File: config.mk
export PLATFORM = sky130hd
export DESIGN_NAME = fatal_alarm_beep_sequencer_top
export DESIGN_NICKNAME = d
export VERILOG_FILES = /design/src/fabs_pkg.sv /design/src/fatal_alarm_beep_sequencer_top.sv
export SDC_FILE = /design/constraint.sdc
export NUM_CORES = 1
export LEC_CHECK = 0
export ABC_CLOCK_PERIOD_IN_PS = 2700
export BUFFER_PORTS_ARGS = -buffer_cell sky130_fd_sc_hd__buf_2
export CAP_MARGIN = 20
export CORE_MARGIN = 3
export CORE_UTILIZATION = 35
export DETAILED_ROUTE_END_ITERATION = 6
export SYNTH_ARGS = -nofsm -noshare
export SYNTH_HDL_FRONTEND = slang
export SYNTH_SLANG_ARGS = --single-unit
File: constraint.sdc
create_clock -name clock -period 2.7 [get_ports clock]
set_input_delay 0.135 -clock clock [delete_from_list [all_inputs] [get_ports clock]]
set_output_delay 0.135 -clock clock [all_outputs]
set_load 0.05 [all_outputs]
File: src/fabs_pkg.sv
package fabs_pkg;

   // widths of the timing registers and the counters
   localparam int unsigned MS_W    = 12;
   localparam int unsigned COUNT_W = 3;
   localparam int unsigned CODE_W  = 8;

   // register file layout
   localparam int unsigned CSR_IDX_W = 3;
   localparam logic [CSR_IDX_W-1:0] CSR_BEEP_ON_MS       = 3'd0;
   localparam logic [CSR_IDX_W-1:0] CSR_BEEP_OFF_MS      = 3'd1;
   localparam logic [CSR_IDX_W-1:0] CSR_PATTERN_PAUSE_MS = 3'd2;
   localparam logic [CSR_IDX_W-1:0] CSR_STEADY_HALF_MS   = 3'd3;
   localparam logic [CSR_IDX_W-1:0] CSR_AUDIBLE_CYCLES   = 3'd4;

   // register reset values
   localparam logic [MS_W-1:0]    RST_BEEP_ON_MS       = 12'd200;
   localparam logic [MS_W-1:0]    RST_BEEP_OFF_MS      = 12'd200;
   localparam logic [MS_W-1:0]    RST_PATTERN_PAUSE_MS = 12'd1000;
   localparam logic [MS_W-1:0]    RST_STEADY_HALF_MS   = 12'd1500;
   localparam logic [COUNT_W-1:0] RST_AUDIBLE_CYCLES   = 3'd3;

   // upper nibble range that selects a beep pattern
   localparam logic [3:0] BEEP_NIBBLE_MIN = 4'h1;
   localparam logic [3:0] BEEP_NIBBLE_MAX = 4'h5;

   // request opcodes
   localparam logic OP_TICK  = 1'b0;
   localparam logic OP_FATAL = 1'b1;

   typedef enum logic [2:0] {
      PH_IDLE     = 3'd0,
      PH_BEEP_ON  = 3'd1,
      PH_BEEP_OFF = 3'd2,
      PH_PAUSE    = 3'd3,
      PH_STEADY_A = 3'd4,
      PH_STEADY_B = 3'd5,
      PH_HALTED   = 3'd6
   } phase_type;

   typedef struct packed {
      logic              buzzer_on;
      logic              watchdog_kick;
      logic              alarm_active;
      logic              halted;
      logic [CODE_W-1:0] last_event;
   } result_type;

   // a duration of zero counts as one tick
   function automatic logic [MS_W-1:0] dur(input logic [MS_W-1:0] v);
      dur = (v == '0) ? MS_W'(1) : v;
   endfunction

endpackage

File: src/fatal_alarm_beep_sequencer_top.sv
// Fatal-fault alarm sequencer. Each request is a 1 ms tick (opcode 0) or a
// fatal event (opcode 1) with an 8-bit code; every request yields exactly one
// response showing the state after it. A code whose upper nibble is 1..5
// plays that many beeps per cycle, any other code plays a two-half steady
// tone; after audible_cycles cycles the tone stays on with no more watchdog
// kicks. A second fatal event while active goes straight to halt. One request
// is taken every clock cycle while req_stall is low: the whole update is one
// compare-and-decrement of the period timer between request port and response
// register. A two-entry response buffer (output register plus skid register)
// keeps the request side open while one response waits. Timing registers are
// sampled when a period starts; write them only while the block is idle.
module fatal_alarm_beep_sequencer_top (
   input  logic                              clock,
   input  logic                              reset,
   // request channel
   input  logic                              req_valid,
   output logic                              req_stall,
   input  logic                              req_opcode,
   input  logic [fabs_pkg::CODE_W-1:0]       req_event_code,
   // response channel
   output logic                              rsp_valid,
   input  logic                              rsp_stall,
   output logic                              rsp_buzzer_on,
   output logic                              rsp_watchdog_kick,
   output logic                              rsp_alarm_active,
   output logic                              rsp_halted,
   output logic [fabs_pkg::CODE_W-1:0]       rsp_last_event,
   // configuration port
   input  logic                              csr_wr_en,
   input  logic [fabs_pkg::CSR_IDX_W-1:0]    csr_index,
   input  logic [fabs_pkg::MS_W-1:0]         csr_wdata
);

   // configuration registers
   logic [fabs_pkg::MS_W-1:0]    beep_on_ms_ff;
   logic [fabs_pkg::MS_W-1:0]    beep_off_ms_ff;
   logic [fabs_pkg::MS_W-1:0]    pattern_pause_ms_ff;
   logic [fabs_pkg::MS_W-1:0]    steady_half_ms_ff;
   logic [fabs_pkg::COUNT_W-1:0] audible_cycles_ff;

   // sequencer state
   fabs_pkg::phase_type          phase_ff, phase_in;
   logic [fabs_pkg::MS_W-1:0]    time_left_ff, time_left_in;
   logic [fabs_pkg::COUNT_W-1:0] beep_total_ff, beep_total_in;
   logic [fabs_pkg::COUNT_W-1:0] beep_index_ff, beep_index_in;
   logic [fabs_pkg::COUNT_W-1:0] cycle_count_ff, cycle_count_in;
   logic [fabs_pkg::CODE_W-1:0]  recorded_event_ff, recorded_event_in;

   // response buffer
   logic                 out_valid_ff, out_valid_in;
   fabs_pkg::result_type out_data_ff, out_data_in;
   logic                 skid_valid_ff, skid_valid_in;
   fabs_pkg::result_type skid_data_ff, skid_data_in;

   // per-request decode
   logic                         accept;
   logic                         is_fatal;
   logic                         is_tick;
   logic                         running;
   logic [3:0]                   code_hi;
   logic                         beep_code;
   logic [fabs_pkg::MS_W-1:0]    time_dec;
   logic                         expire;
   logic [fabs_pkg::COUNT_W-1:0] beep_index_inc;
   logic [fabs_pkg::COUNT_W-1:0] cycle_count_inc;
   logic                         last_cycle;
   logic                         kick;
   fabs_pkg::result_type         result;

   assign req_stall = skid_valid_ff;
   assign accept    = req_valid && !req_stall;
   assign is_fatal  = accept && (req_opcode == fabs_pkg::OP_FATAL);
   assign is_tick   = accept && (req_opcode == fabs_pkg::OP_TICK);
   assign running   = (phase_ff != fabs_pkg::PH_IDLE) && (phase_ff != fabs_pkg::PH_HALTED);

   assign code_hi   = req_event_code[fabs_pkg::CODE_W-1 -: 4];
   assign beep_code = (code_hi >= fabs_pkg::BEEP_NIBBLE_MIN) &&
                      (code_hi <= fabs_pkg::BEEP_NIBBLE_MAX);

   assign time_dec        = time_left_ff - fabs_pkg::MS_W'(1);
   assign expire          = is_tick && running && (time_dec == '0);
   assign beep_index_inc  = beep_index_ff + fabs_pkg::COUNT_W'(1);
   assign cycle_count_inc = cycle_count_ff + fabs_pkg::COUNT_W'(1);
   assign last_cycle      = cycle_count_inc >= audible_cycles_ff;

   // configuration writes
   always_ff @(posedge clock) begin
      if (reset) begin
         beep_on_ms_ff       <= fabs_pkg::RST_BEEP_ON_MS;
         beep_off_ms_ff      <= fabs_pkg::RST_BEEP_OFF_MS;
         pattern_pause_ms_ff <= fabs_pkg::RST_PATTERN_PAUSE_MS;
         steady_half_ms_ff   <= fabs_pkg::RST_STEADY_HALF_MS;
         audible_cycles_ff   <= fabs_pkg::RST_AUDIBLE_CYCLES;
      end else if (csr_wr_en) begin
         unique case (csr_index)
            fabs_pkg::CSR_BEEP_ON_MS:       beep_on_ms_ff       <= csr_wdata;
            fabs_pkg::CSR_BEEP_OFF_MS:      beep_off_ms_ff      <= csr_wdata;
            fabs_pkg::CSR_PATTERN_PAUSE_MS: pattern_pause_ms_ff <= csr_wdata;
            fabs_pkg::CSR_STEADY_HALF_MS:   steady_half_ms_ff   <= csr_wdata;
            fabs_pkg::CSR_AUDIBLE_CYCLES:
               audible_cycles_ff <= csr_wdata[fabs_pkg::COUNT_W-1:0];
            default: ;
         endcase
      end
   end

   // next state
   always_comb begin
      phase_in          = phase_ff;
      time_left_in      = time_left_ff;
      beep_total_in     = beep_total_ff;
      beep_index_in     = beep_index_ff;
      cycle_count_in    = cycle_count_ff;
      recorded_event_in = recorded_event_ff;
      if (is_fatal) begin
         if (phase_ff == fabs_pkg::PH_IDLE) begin
            recorded_event_in = req_event_code;
            beep_total_in     = beep_code ? code_hi[fabs_pkg::COUNT_W-1:0] : '0;
            beep_index_in     = '0;
            cycle_count_in    = '0;
            if (beep_code) begin
               phase_in     = fabs_pkg::PH_BEEP_ON;
               time_left_in = fabs_pkg::dur(beep_on_ms_ff);
            end else begin
               phase_in     = fabs_pkg::PH_STEADY_A;
               time_left_in = fabs_pkg::dur(steady_half_ms_ff);
            end
         end else begin
            phase_in     = fabs_pkg::PH_HALTED;
            time_left_in = '0;
         end
      end else if (is_tick && running) begin
         time_left_in = time_dec;
         if (expire) begin
            unique case (phase_ff)
               fabs_pkg::PH_BEEP_ON: begin
                  phase_in     = fabs_pkg::PH_BEEP_OFF;
                  time_left_in = fabs_pkg::dur(beep_off_ms_ff);
               end
               fabs_pkg::PH_BEEP_OFF: begin
                  beep_index_in = beep_index_inc;
                  if (beep_index_inc < beep_total_ff) begin
                     phase_in     = fabs_pkg::PH_BEEP_ON;
                     time_left_in = fabs_pkg::dur(beep_on_ms_ff);
                  end else begin
                     phase_in     = fabs_pkg::PH_PAUSE;
                     time_left_in = fabs_pkg::dur(pattern_pause_ms_ff);
                  end
               end
               fabs_pkg::PH_STEADY_A: begin
                  phase_in     = fabs_pkg::PH_STEADY_B;
                  time_left_in = fabs_pkg::dur(steady_half_ms_ff);
               end
               fabs_pkg::PH_PAUSE, fabs_pkg::PH_STEADY_B: begin
                  cycle_count_in = cycle_count_inc;
                  if (last_cycle) begin
                     phase_in     = fabs_pkg::PH_HALTED;
                     time_left_in = '0;
                  end else if (phase_ff == fabs_pkg::PH_PAUSE) begin
                     beep_index_in = '0;
                     phase_in      = fabs_pkg::PH_BEEP_ON;
                     time_left_in  = fabs_pkg::dur(beep_on_ms_ff);
                  end else begin
                     phase_in     = fabs_pkg::PH_STEADY_A;
                     time_left_in = fabs_pkg::dur(steady_half_ms_ff);
                  end
               end
               default: ;
            endcase
         end
      end
   end

   // response fields
   always_comb begin
      kick = 1'b0;
      if (is_fatal) begin
         kick = (phase_ff == fabs_pkg::PH_IDLE);
      end else if (expire) begin
         unique case (phase_ff)
            fabs_pkg::PH_BEEP_OFF, fabs_pkg::PH_STEADY_A: kick = 1'b1;
            fabs_pkg::PH_PAUSE, fabs_pkg::PH_STEADY_B:    kick = !last_cycle;
            default:                                      kick = 1'b0;
         endcase
      end
      result.buzzer_on     = (phase_in == fabs_pkg::PH_BEEP_ON)  ||
                             (phase_in == fabs_pkg::PH_STEADY_A) ||
                             (phase_in == fabs_pkg::PH_STEADY_B) ||
                             (phase_in == fabs_pkg::PH_HALTED);
      result.watchdog_kick = kick;
      result.alarm_active  = (phase_in != fabs_pkg::PH_IDLE);
      result.halted        = (phase_in == fabs_pkg::PH_HALTED);
      result.last_event    = recorded_event_in;
   end

   // state registers
   always_ff @(posedge clock) begin
      if (reset) begin
         phase_ff          <= fabs_pkg::PH_IDLE;
         time_left_ff      <= '0;
         beep_total_ff     <= '0;
         beep_index_ff     <= '0;
         cycle_count_ff    <= '0;
         recorded_event_ff <= '0;
      end else begin
         phase_ff          <= phase_in;
         time_left_ff      <= time_left_in;
         beep_total_ff     <= beep_total_in;
         beep_index_ff     <= beep_index_in;
         cycle_count_ff    <= cycle_count_in;
         recorded_event_ff <= recorded_event_in;
      end
   end

   // response buffer: output register with a skid stage behind it
   always_comb begin
      out_valid_in  = out_valid_ff;
      out_data_in   = out_data_ff;
      skid_valid_in = skid_valid_ff;
      skid_data_in  = skid_data_ff;
      if (out_valid_ff && rsp_stall) begin
         if (accept) begin
            skid_valid_in = 1'b1;
            skid_data_in  = result;
         end
      end else if (skid_valid_ff) begin
         out_valid_in  = 1'b1;
         out_data_in   = skid_data_ff;
         skid_valid_in = 1'b0;
      end else begin
         out_valid_in = accept;
         out_data_in  = result;
      end
   end

   always_ff @(posedge clock) begin
      if (reset) begin
         out_valid_ff  <= 1'b0;
         skid_valid_ff <= 1'b0;
      end else begin
         out_valid_ff  <= out_valid_in;
         skid_valid_ff <= skid_valid_in;
      end
      out_data_ff  <= out_data_in;
      skid_data_ff <= skid_data_in;
   end

   assign rsp_valid         = out_valid_ff;
   assign rsp_buzzer_on     = out_data_ff.buzzer_on;
   assign rsp_watchdog_kick = out_data_ff.watchdog_kick;
   assign rsp_alarm_active  = out_data_ff.alarm_active;
   assign rsp_halted        = out_data_ff.halted;
   assign rsp_last_event    = out_data_ff.last_event;

endmodule
After elaboration in Yosys (flattened, before gate mapping)
Cells that the tools add are included.

Bits in registers: 109. Input bits: 29. Logic and storage cells: 128.

Add/sub/neg operators: 3. $lt $le $gt $ge: 4. Equal/unequal tests: 17. Muxes and demuxes: 41. Bitwise gates (word level): 2. Reduce and logical (&&, ||, !) cells: 38.

Operators by type and width (number): two-way mux 12 bit (13); zero test 12 bit (5); two-way mux 3 bit (18); case mux 12 bit (4 select lines) (1); equality test 3 bit (second input constant) (6); two-way mux 8 bit (2); AND reduction 2 bit (7); equality test 3 x 2 -> 1 bit (second input constant) (4); case mux 3 bit (4 select lines) (1); subtractor 12 x 1 -> 12 bit (second input constant) (1); equality test 3 x 1 -> 1 bit (second input constant) (3); != test 3 bit (second input constant) (3); nonzero test 3 bit (3); logical AND 1 bit (8); adder 3 x 1 -> 3 bit (second input constant) (2); zero test 3 bit (2); case mux 3 bit (2 select lines) (1); AND reduction 6 bit (1); nonzero test 2 bit (3); OR reduction 2 bit (3); greater-or-equal comparator 4 x 1 -> 1 bit (second input constant) (1); less-or-equal comparator 4 x 3 -> 1 bit (second input constant) (1); AND reduction 4 bit (1); greater-or-equal comparator 3 bit (1); other kinds (8) (14).

Depth between registers and ports, before layout
Depth in word-level cells: 13. Gate-level depth with buffers: 13. Depth with buffers taken out: 11.

Worst setup path after synthesis
OpenSTA, ideal clock, no wires.

Kind: register to register. From: reg skid_valid_ff (netlist: req_stall). To: reg out_data_ff, in the netlist rsp_buzzer_on (data pin). Setup time: 0.280 ns. Arrival time: 2.360 ns. Required time: 2.420 ns. Slack: 0.059 ns. Cell stages (with the launch flop): 9. Path buffers: 0. Clock period less this slack: 2.641 ns. Cell sequence: dfxtp_1 or3b_1 o21bai_2 nor3_2 and3_4 a41oi_2 or2_4 a21oi_1 a21boi_0.

Longest elaborated chain between the ends: 13.

Ends and longest elaborated chain: start, declared (line fatal_alarm_beep_sequencer_top.sv:52) `logic skid_valid_ff, skid_valid_in;`; start signal, assigned (line fatal_alarm_beep_sequencer_top.sv:242) `skid_valid_ff <= skid_valid_in;`; zero test 1 bit (line fatal_alarm_beep_sequencer_top.sv:71) `assign accept = req_valid && !req_stall;`; logical AND 1 bit (line fatal_alarm_beep_sequencer_top.sv:71); logical AND 1 bit (line fatal_alarm_beep_sequencer_top.sv:73) `assign is_tick = accept && (req_opcode == fabs_pkg::OP_TICK);`; logical AND 1 bit (line fatal_alarm_beep_sequencer_top.sv:81, fatal_alarm_beep_sequencer_top.sv:132); logical AND 1 bit (line fatal_alarm_beep_sequencer_top.sv:81) `assign expire = is_tick && running && (time_dec == '0);`; two-way mux 3 bit (line fatal_alarm_beep_sequencer_top.sv:134) `if (expire) begin`; two-way mux 3 bit (line fatal_alarm_beep_sequencer_top.sv:132) `end else if (is_tick && running) begin`; two-way mux 3 bit (line fatal_alarm_beep_sequencer_top.sv:115) `if (is_fatal) begin`; equality test 3 x 1 -> 1 bit / equality test 3 bit (equally long branches) (line fatal_alarm_beep_sequencer_top.sv:186, fatal_alarm_beep_sequencer_top.sv:187); logical OR 1 bit (line fatal_alarm_beep_sequencer_top.sv:186) `result.buzzer_on = (phase_in == fabs_pkg::PH_BEEP_ON) ||`; logical OR 1 bit (line fatal_alarm_beep_sequencer_top.sv:187) `(phase_in == fabs_pkg::PH_STEADY_A) ||`; logical OR 1 bit (line fatal_alarm_beep_sequencer_top.sv:188) `(phase_in == fabs_pkg::PH_STEADY_B) ||`; two-way mux 12 bit (*) (line fatal_alarm_beep_sequencer_top.sv:226) `end else if (skid_valid_ff) begin`; end signal, assigned (line fatal_alarm_beep_sequencer_top.sv:244) `out_data_ff <= out_data_in;`; end, declared (line fatal_alarm_beep_sequencer_top.sv:51) `fabs_pkg::result_type out_data_ff, out_data_in;`.

Mark *: on every way between the ends. The rest lies on a longest branch, timed or not. A chain may end at the register's enable or synchronous reset.

Worst setup path after layout
From: reg time_left_ff[0] in the netlist's numbering. To: reg out_data_ff, in the netlist rsp_halted (data pin).

Longest elaborated chain between the ends: 8.

Ends and longest elaborated chain: start, declared (line fatal_alarm_beep_sequencer_top.sv:43) `logic [fabs_pkg::MS_W-1:0] time_left_ff, time_left_in;`; start signal, assigned (line fatal_alarm_beep_sequencer_top.sv:207) `time_left_ff <= time_left_in;`; subtractor 12 x 1 -> 12 bit (line fatal_alarm_beep_sequencer_top.sv:80) `assign time_dec = time_left_ff - fabs_pkg::MS_W'(1);`; zero test 12 bit (line fatal_alarm_beep_sequencer_top.sv:81); logical AND 1 bit (line fatal_alarm_beep_sequencer_top.sv:81); two-way mux 3 bit (line fatal_alarm_beep_sequencer_top.sv:134); two-way mux 3 bit (line fatal_alarm_beep_sequencer_top.sv:132); two-way mux 3 bit (line fatal_alarm_beep_sequencer_top.sv:115); equality test 3 bit (line fatal_alarm_beep_sequencer_top.sv:192) `result.halted = (phase_in == fabs_pkg::PH_HALTED);`; two-way mux 12 bit (line fatal_alarm_beep_sequencer_top.sv:226).

No other way between the ends.

==> impl_results.md <==
- Yosys warns: 0
- Fmax: 0.383 GHz
- Clk buf depth: 2
- Iter 0 DRT Violations: ~380
- Slew @ Worst Pin: roughly 0.74 ns
- Power per Cell Area: a little under 600 nW/um2
- Min-delay worst type: input port to flip-flop
- Net switching power: approximately 1200 uW
- Synth-to-Final Area Change: 17.0%
- Clock Sinks: around 110
- Syn_nets: between 700 and 800
- CP Capture Type: flip-flop
- Final hold vios: 0
- Post-DRT Antenna Nets: 0
- Cell Chain, Critical Path: or4_4 > o21a_1 > nor3_4 > and3_4 > nand3_4 > mux2i_4 > nand2_2 > o41ai_4
- DRC Markers: 0
- Combinational power share: 0.190
- Tot GR Track Use: 0.176
- Delay-heaviest family, CP: simple AND/OR/NAND/NOR gates
- Min Hold Slack: 0.0481 ns
- Worst EP arrival: about 2.8 ns
- Number of global-route vias before repair: around 4,800
- WS Path Type: flip-flop to flip-flop
- Worst ir drop on vdd: 0.000356 V
- Cells after Synth: ~670
- Buf+Inv Stages, Crit Path: 0
- Setup TNS: 0 ns
- Ports: 43
- Yosys top cell by area: dfxtp_1
- Post-layout minimum cycle time: 2.61 ns
- Tot Pwr: approximately 3800 uW
- Switching share of power: 0.306
- Nets: 747
- Slew headroom: 0.502
- Register area: 2430 um2
- H-tree depth: 3
- Routability cong.: 0.934
- Most frequent cell after synthesis: nand2_1
- Lkg Pwr: 0.00256 uW
- Fill cells: around 1,600
- Core ar.: around 15,000 um2
- Placed cells: just over 900
- Req. time, crit path: about 2.9 ns
- Register share of total power: 0.471
- Max FO, Critical Path: 7
- Via density per instance: ~5.5
- Top_reg_cell synth: dfxtp_1
- DP Wirelength: about 11,000 um
- Initial Utilization: 0.363
- Final Cycle Share: 0.968
- Outcome: complete, no violations
- Clock buffer count from CTS: 9
- Port buffer count: 42
- Sequential-to-total area share from yosys stat: 0.433
- Ys async rst share: 0
- Row Count: 45
- Synthesized area: roughly 5600 um2
- Yosys top cell area share: 0.304
- Total routed wirelength: ~16,000 um
- Die height: 132 um
- Multi-input gate area: approximately 3100 um2
- Clock Pin Slew Worst Setup and Hold Paths: roughly 0.08 ns
- Vias: just over 5,000
- TritonCTS clock tree: done
- EDFF count, synth: 24
- Flops & latches, synth: 109
- CP max-delay cell: or4_4
- Int Pwr: between 2000 and 3000 uW
- Initial antenna violation count: 0
- First-pass GRT wire length: about 25,000 um
- Pin count of the biggest net entering global routing: 67
- RSZ-0062 raised after global routing: yes
- Diodes inserted: 0
- CP Launch Type: flip-flop
- Layout cells sized above 1: 0.186
- Fin Clk Skew: 0.00750 ns
- Utilization after layout: 0.425
- Clk root buf: clkbuf_16
- Fin cells: about 900
- Final setup violation count: 0
- Max-cap violations: 0
- FF-to-FF setup slack: between 0.08 and 0.09 ns
- Highest cell delay on the worst timing path: ~0.54 ns
- Die ar.: 17,600 um2
- Synth unique cells: 73
- Syn avg cell area: roughly 8.4 um2
- GR Overflow Total: 0
- DR pass1 iterations: 5
- Die X: between 100 and 150 um
- Top cells by count, synth: nand2_1, dfxtp_1, a21oi_1
- Clock power frac: 0.339
- Slew Limit Fails: 0
- Detailed-route wire length per cell: ~17 um
- Clk Latency, worst-skew pair: roughly 0.35 ns
- Area contributors post-synth: dfxtp_1, edfxtp_1, nand2_1
[area by class of cell]
| cell class | count | share of cell area |
|---|---|---|
| Multi-Input combinational cell | 506 | 0.473 |
| Sequential cell | 109 | 0.371 |
| Timing Repair Buffer | 70 | 0.0641 |
| Clock buffer | 9 | 0.0344 |
| Inverter | 13 | 0.00745 |
| Clock inverter | 7 | 0.0101 |
| Tap cell | 211 | 0.0403 |
[cell families (layout without fill, tap and decap cells)]
kind of cell | after synthesis | in the layout | synth area share
AND/OR/NAND/NOR | 315 | 315 | 0.267
XOR/XNOR | 10 | 10 | 0.0156
flip-flops | 109 | 109 | 0.433
adder cells (fa/ha/maj) | 9 | 9 | 0.0201
multiplexers | 33 | 33 | 0.0619
AO/OA/AOI/OAI | 139 | 139 | 0.164
buffers and inverters | 53 | 99 | 0.0389
[placed cells by master (no fill, tap or decap), types with 4 or more instances in the layout]
cell,Yosys,routed
o21ai_0,18,16
nand2b_1,5,5
a22oi_1,4,4
nand4_1,4,4
and2_1,8,8
mux2_2,10,10
nor4_1,11,9
buf_2,3,42
buf_4,1,28
clkbuf_16,0,9
nor2_1,49,49
dfxtp_1,85,82
and3_1,5,5
xnor2_1,5,5
inv_6,0,4
a31oi_1,14,13
inv_1,12,12
a22o_1,4,4
nor3_1,21,21
nand3_1,24,24
ha_1,9,8
xor2_1,5,5
edfxtp_1,24,24
mux2i_1,22,22
nand2_1,147,147
nor2b_1,11,11
nand3b_1,7,7
a21oi_1,53,50
a32oi_1,4,4
[metrics by stage]
stage	instance area, um2	setup WS [ns]
2_1_floorplan	5600	0.0593
5_1_grt	6550	-0.0432
6_report	6550	0.0869
3_3_place_gp	6110	0.0392
4_1_cts	6420	0.0198
3_5_place_dp	6110	-0.0960
[tightest hold or removal path, stage by stage]
cell and delay [ns]:
buf_2 0.11, nand2_1 0.05, nand3_1 0.07
[path summary, 6_finish.rpt]
check	depth (start not counted)	endpoint	start
max reg2reg	8	rsp_halted$_DFFE_PN_	time_left_ff[0]$_SDFFE_PP0P_
min	3	pattern_pause_ms_ff[9]$_SDFFE_PP1P_	csr_wdata[9]
min reg2reg	2	beep_total_ff[0]$_SDFFE_PP0P_	beep_total_ff[0]$_SDFFE_PP0P_
max	8	rsp_halted$_DFFE_PN_	time_left_ff[0]$_SDFFE_PP0P_
[state kept, by name, summed over array words and instances (netlist names)]
name                 flops
audible_cycles_ff        3
beep_index_ff            3
beep_off_ms_ff          12
beep_on_ms_ff           12
beep_total_ff            3
cycle_count_ff           3
pattern_pause_ms_ff     12
phase_ff                 3
recorded_event_ff        8
req_stall                1
rsp_alarm_active         1
rsp_buzzer_on            1
rsp_halted               1
rsp_last_event           8
rsp_valid                1
rsp_watchdog_kick        1
skid_data_ff            12
steady_half_ms_ff       12
time_left_ff            12
[power groups by stage]
| stage | clock network, uW | registers, uW | logic (uW) |
|---|---|---|---|
| floorplan | 0 | 1900 | 413 |
| global placement | 0 | 1840 | 673 |
| detailed placement | 0 | 1850 | 682 |
| CTS | 1330 | 1810 | 689 |
| global route | 1400 | 1820 | 798 |
| finish | 1300 | 1810 | 732 |
[per-layer routing]
metal  GRT usage  part of all wire
met4      0.0398             0.017
met3      0.0342             0.064
met2       0.286              0.45
met1       0.245              0.46
met5           0                 0
[timing repair]
action / 4_1_cts / 5_1_grt
hold buffers: 0 / 0
resized for setup: 3 / 27
pin swaps: 0 / 9
setup endpoints to repair: 8 / 18
buffers inserted: 0 / 1
No activity file was read; power rests on OpenSTA's default activity.
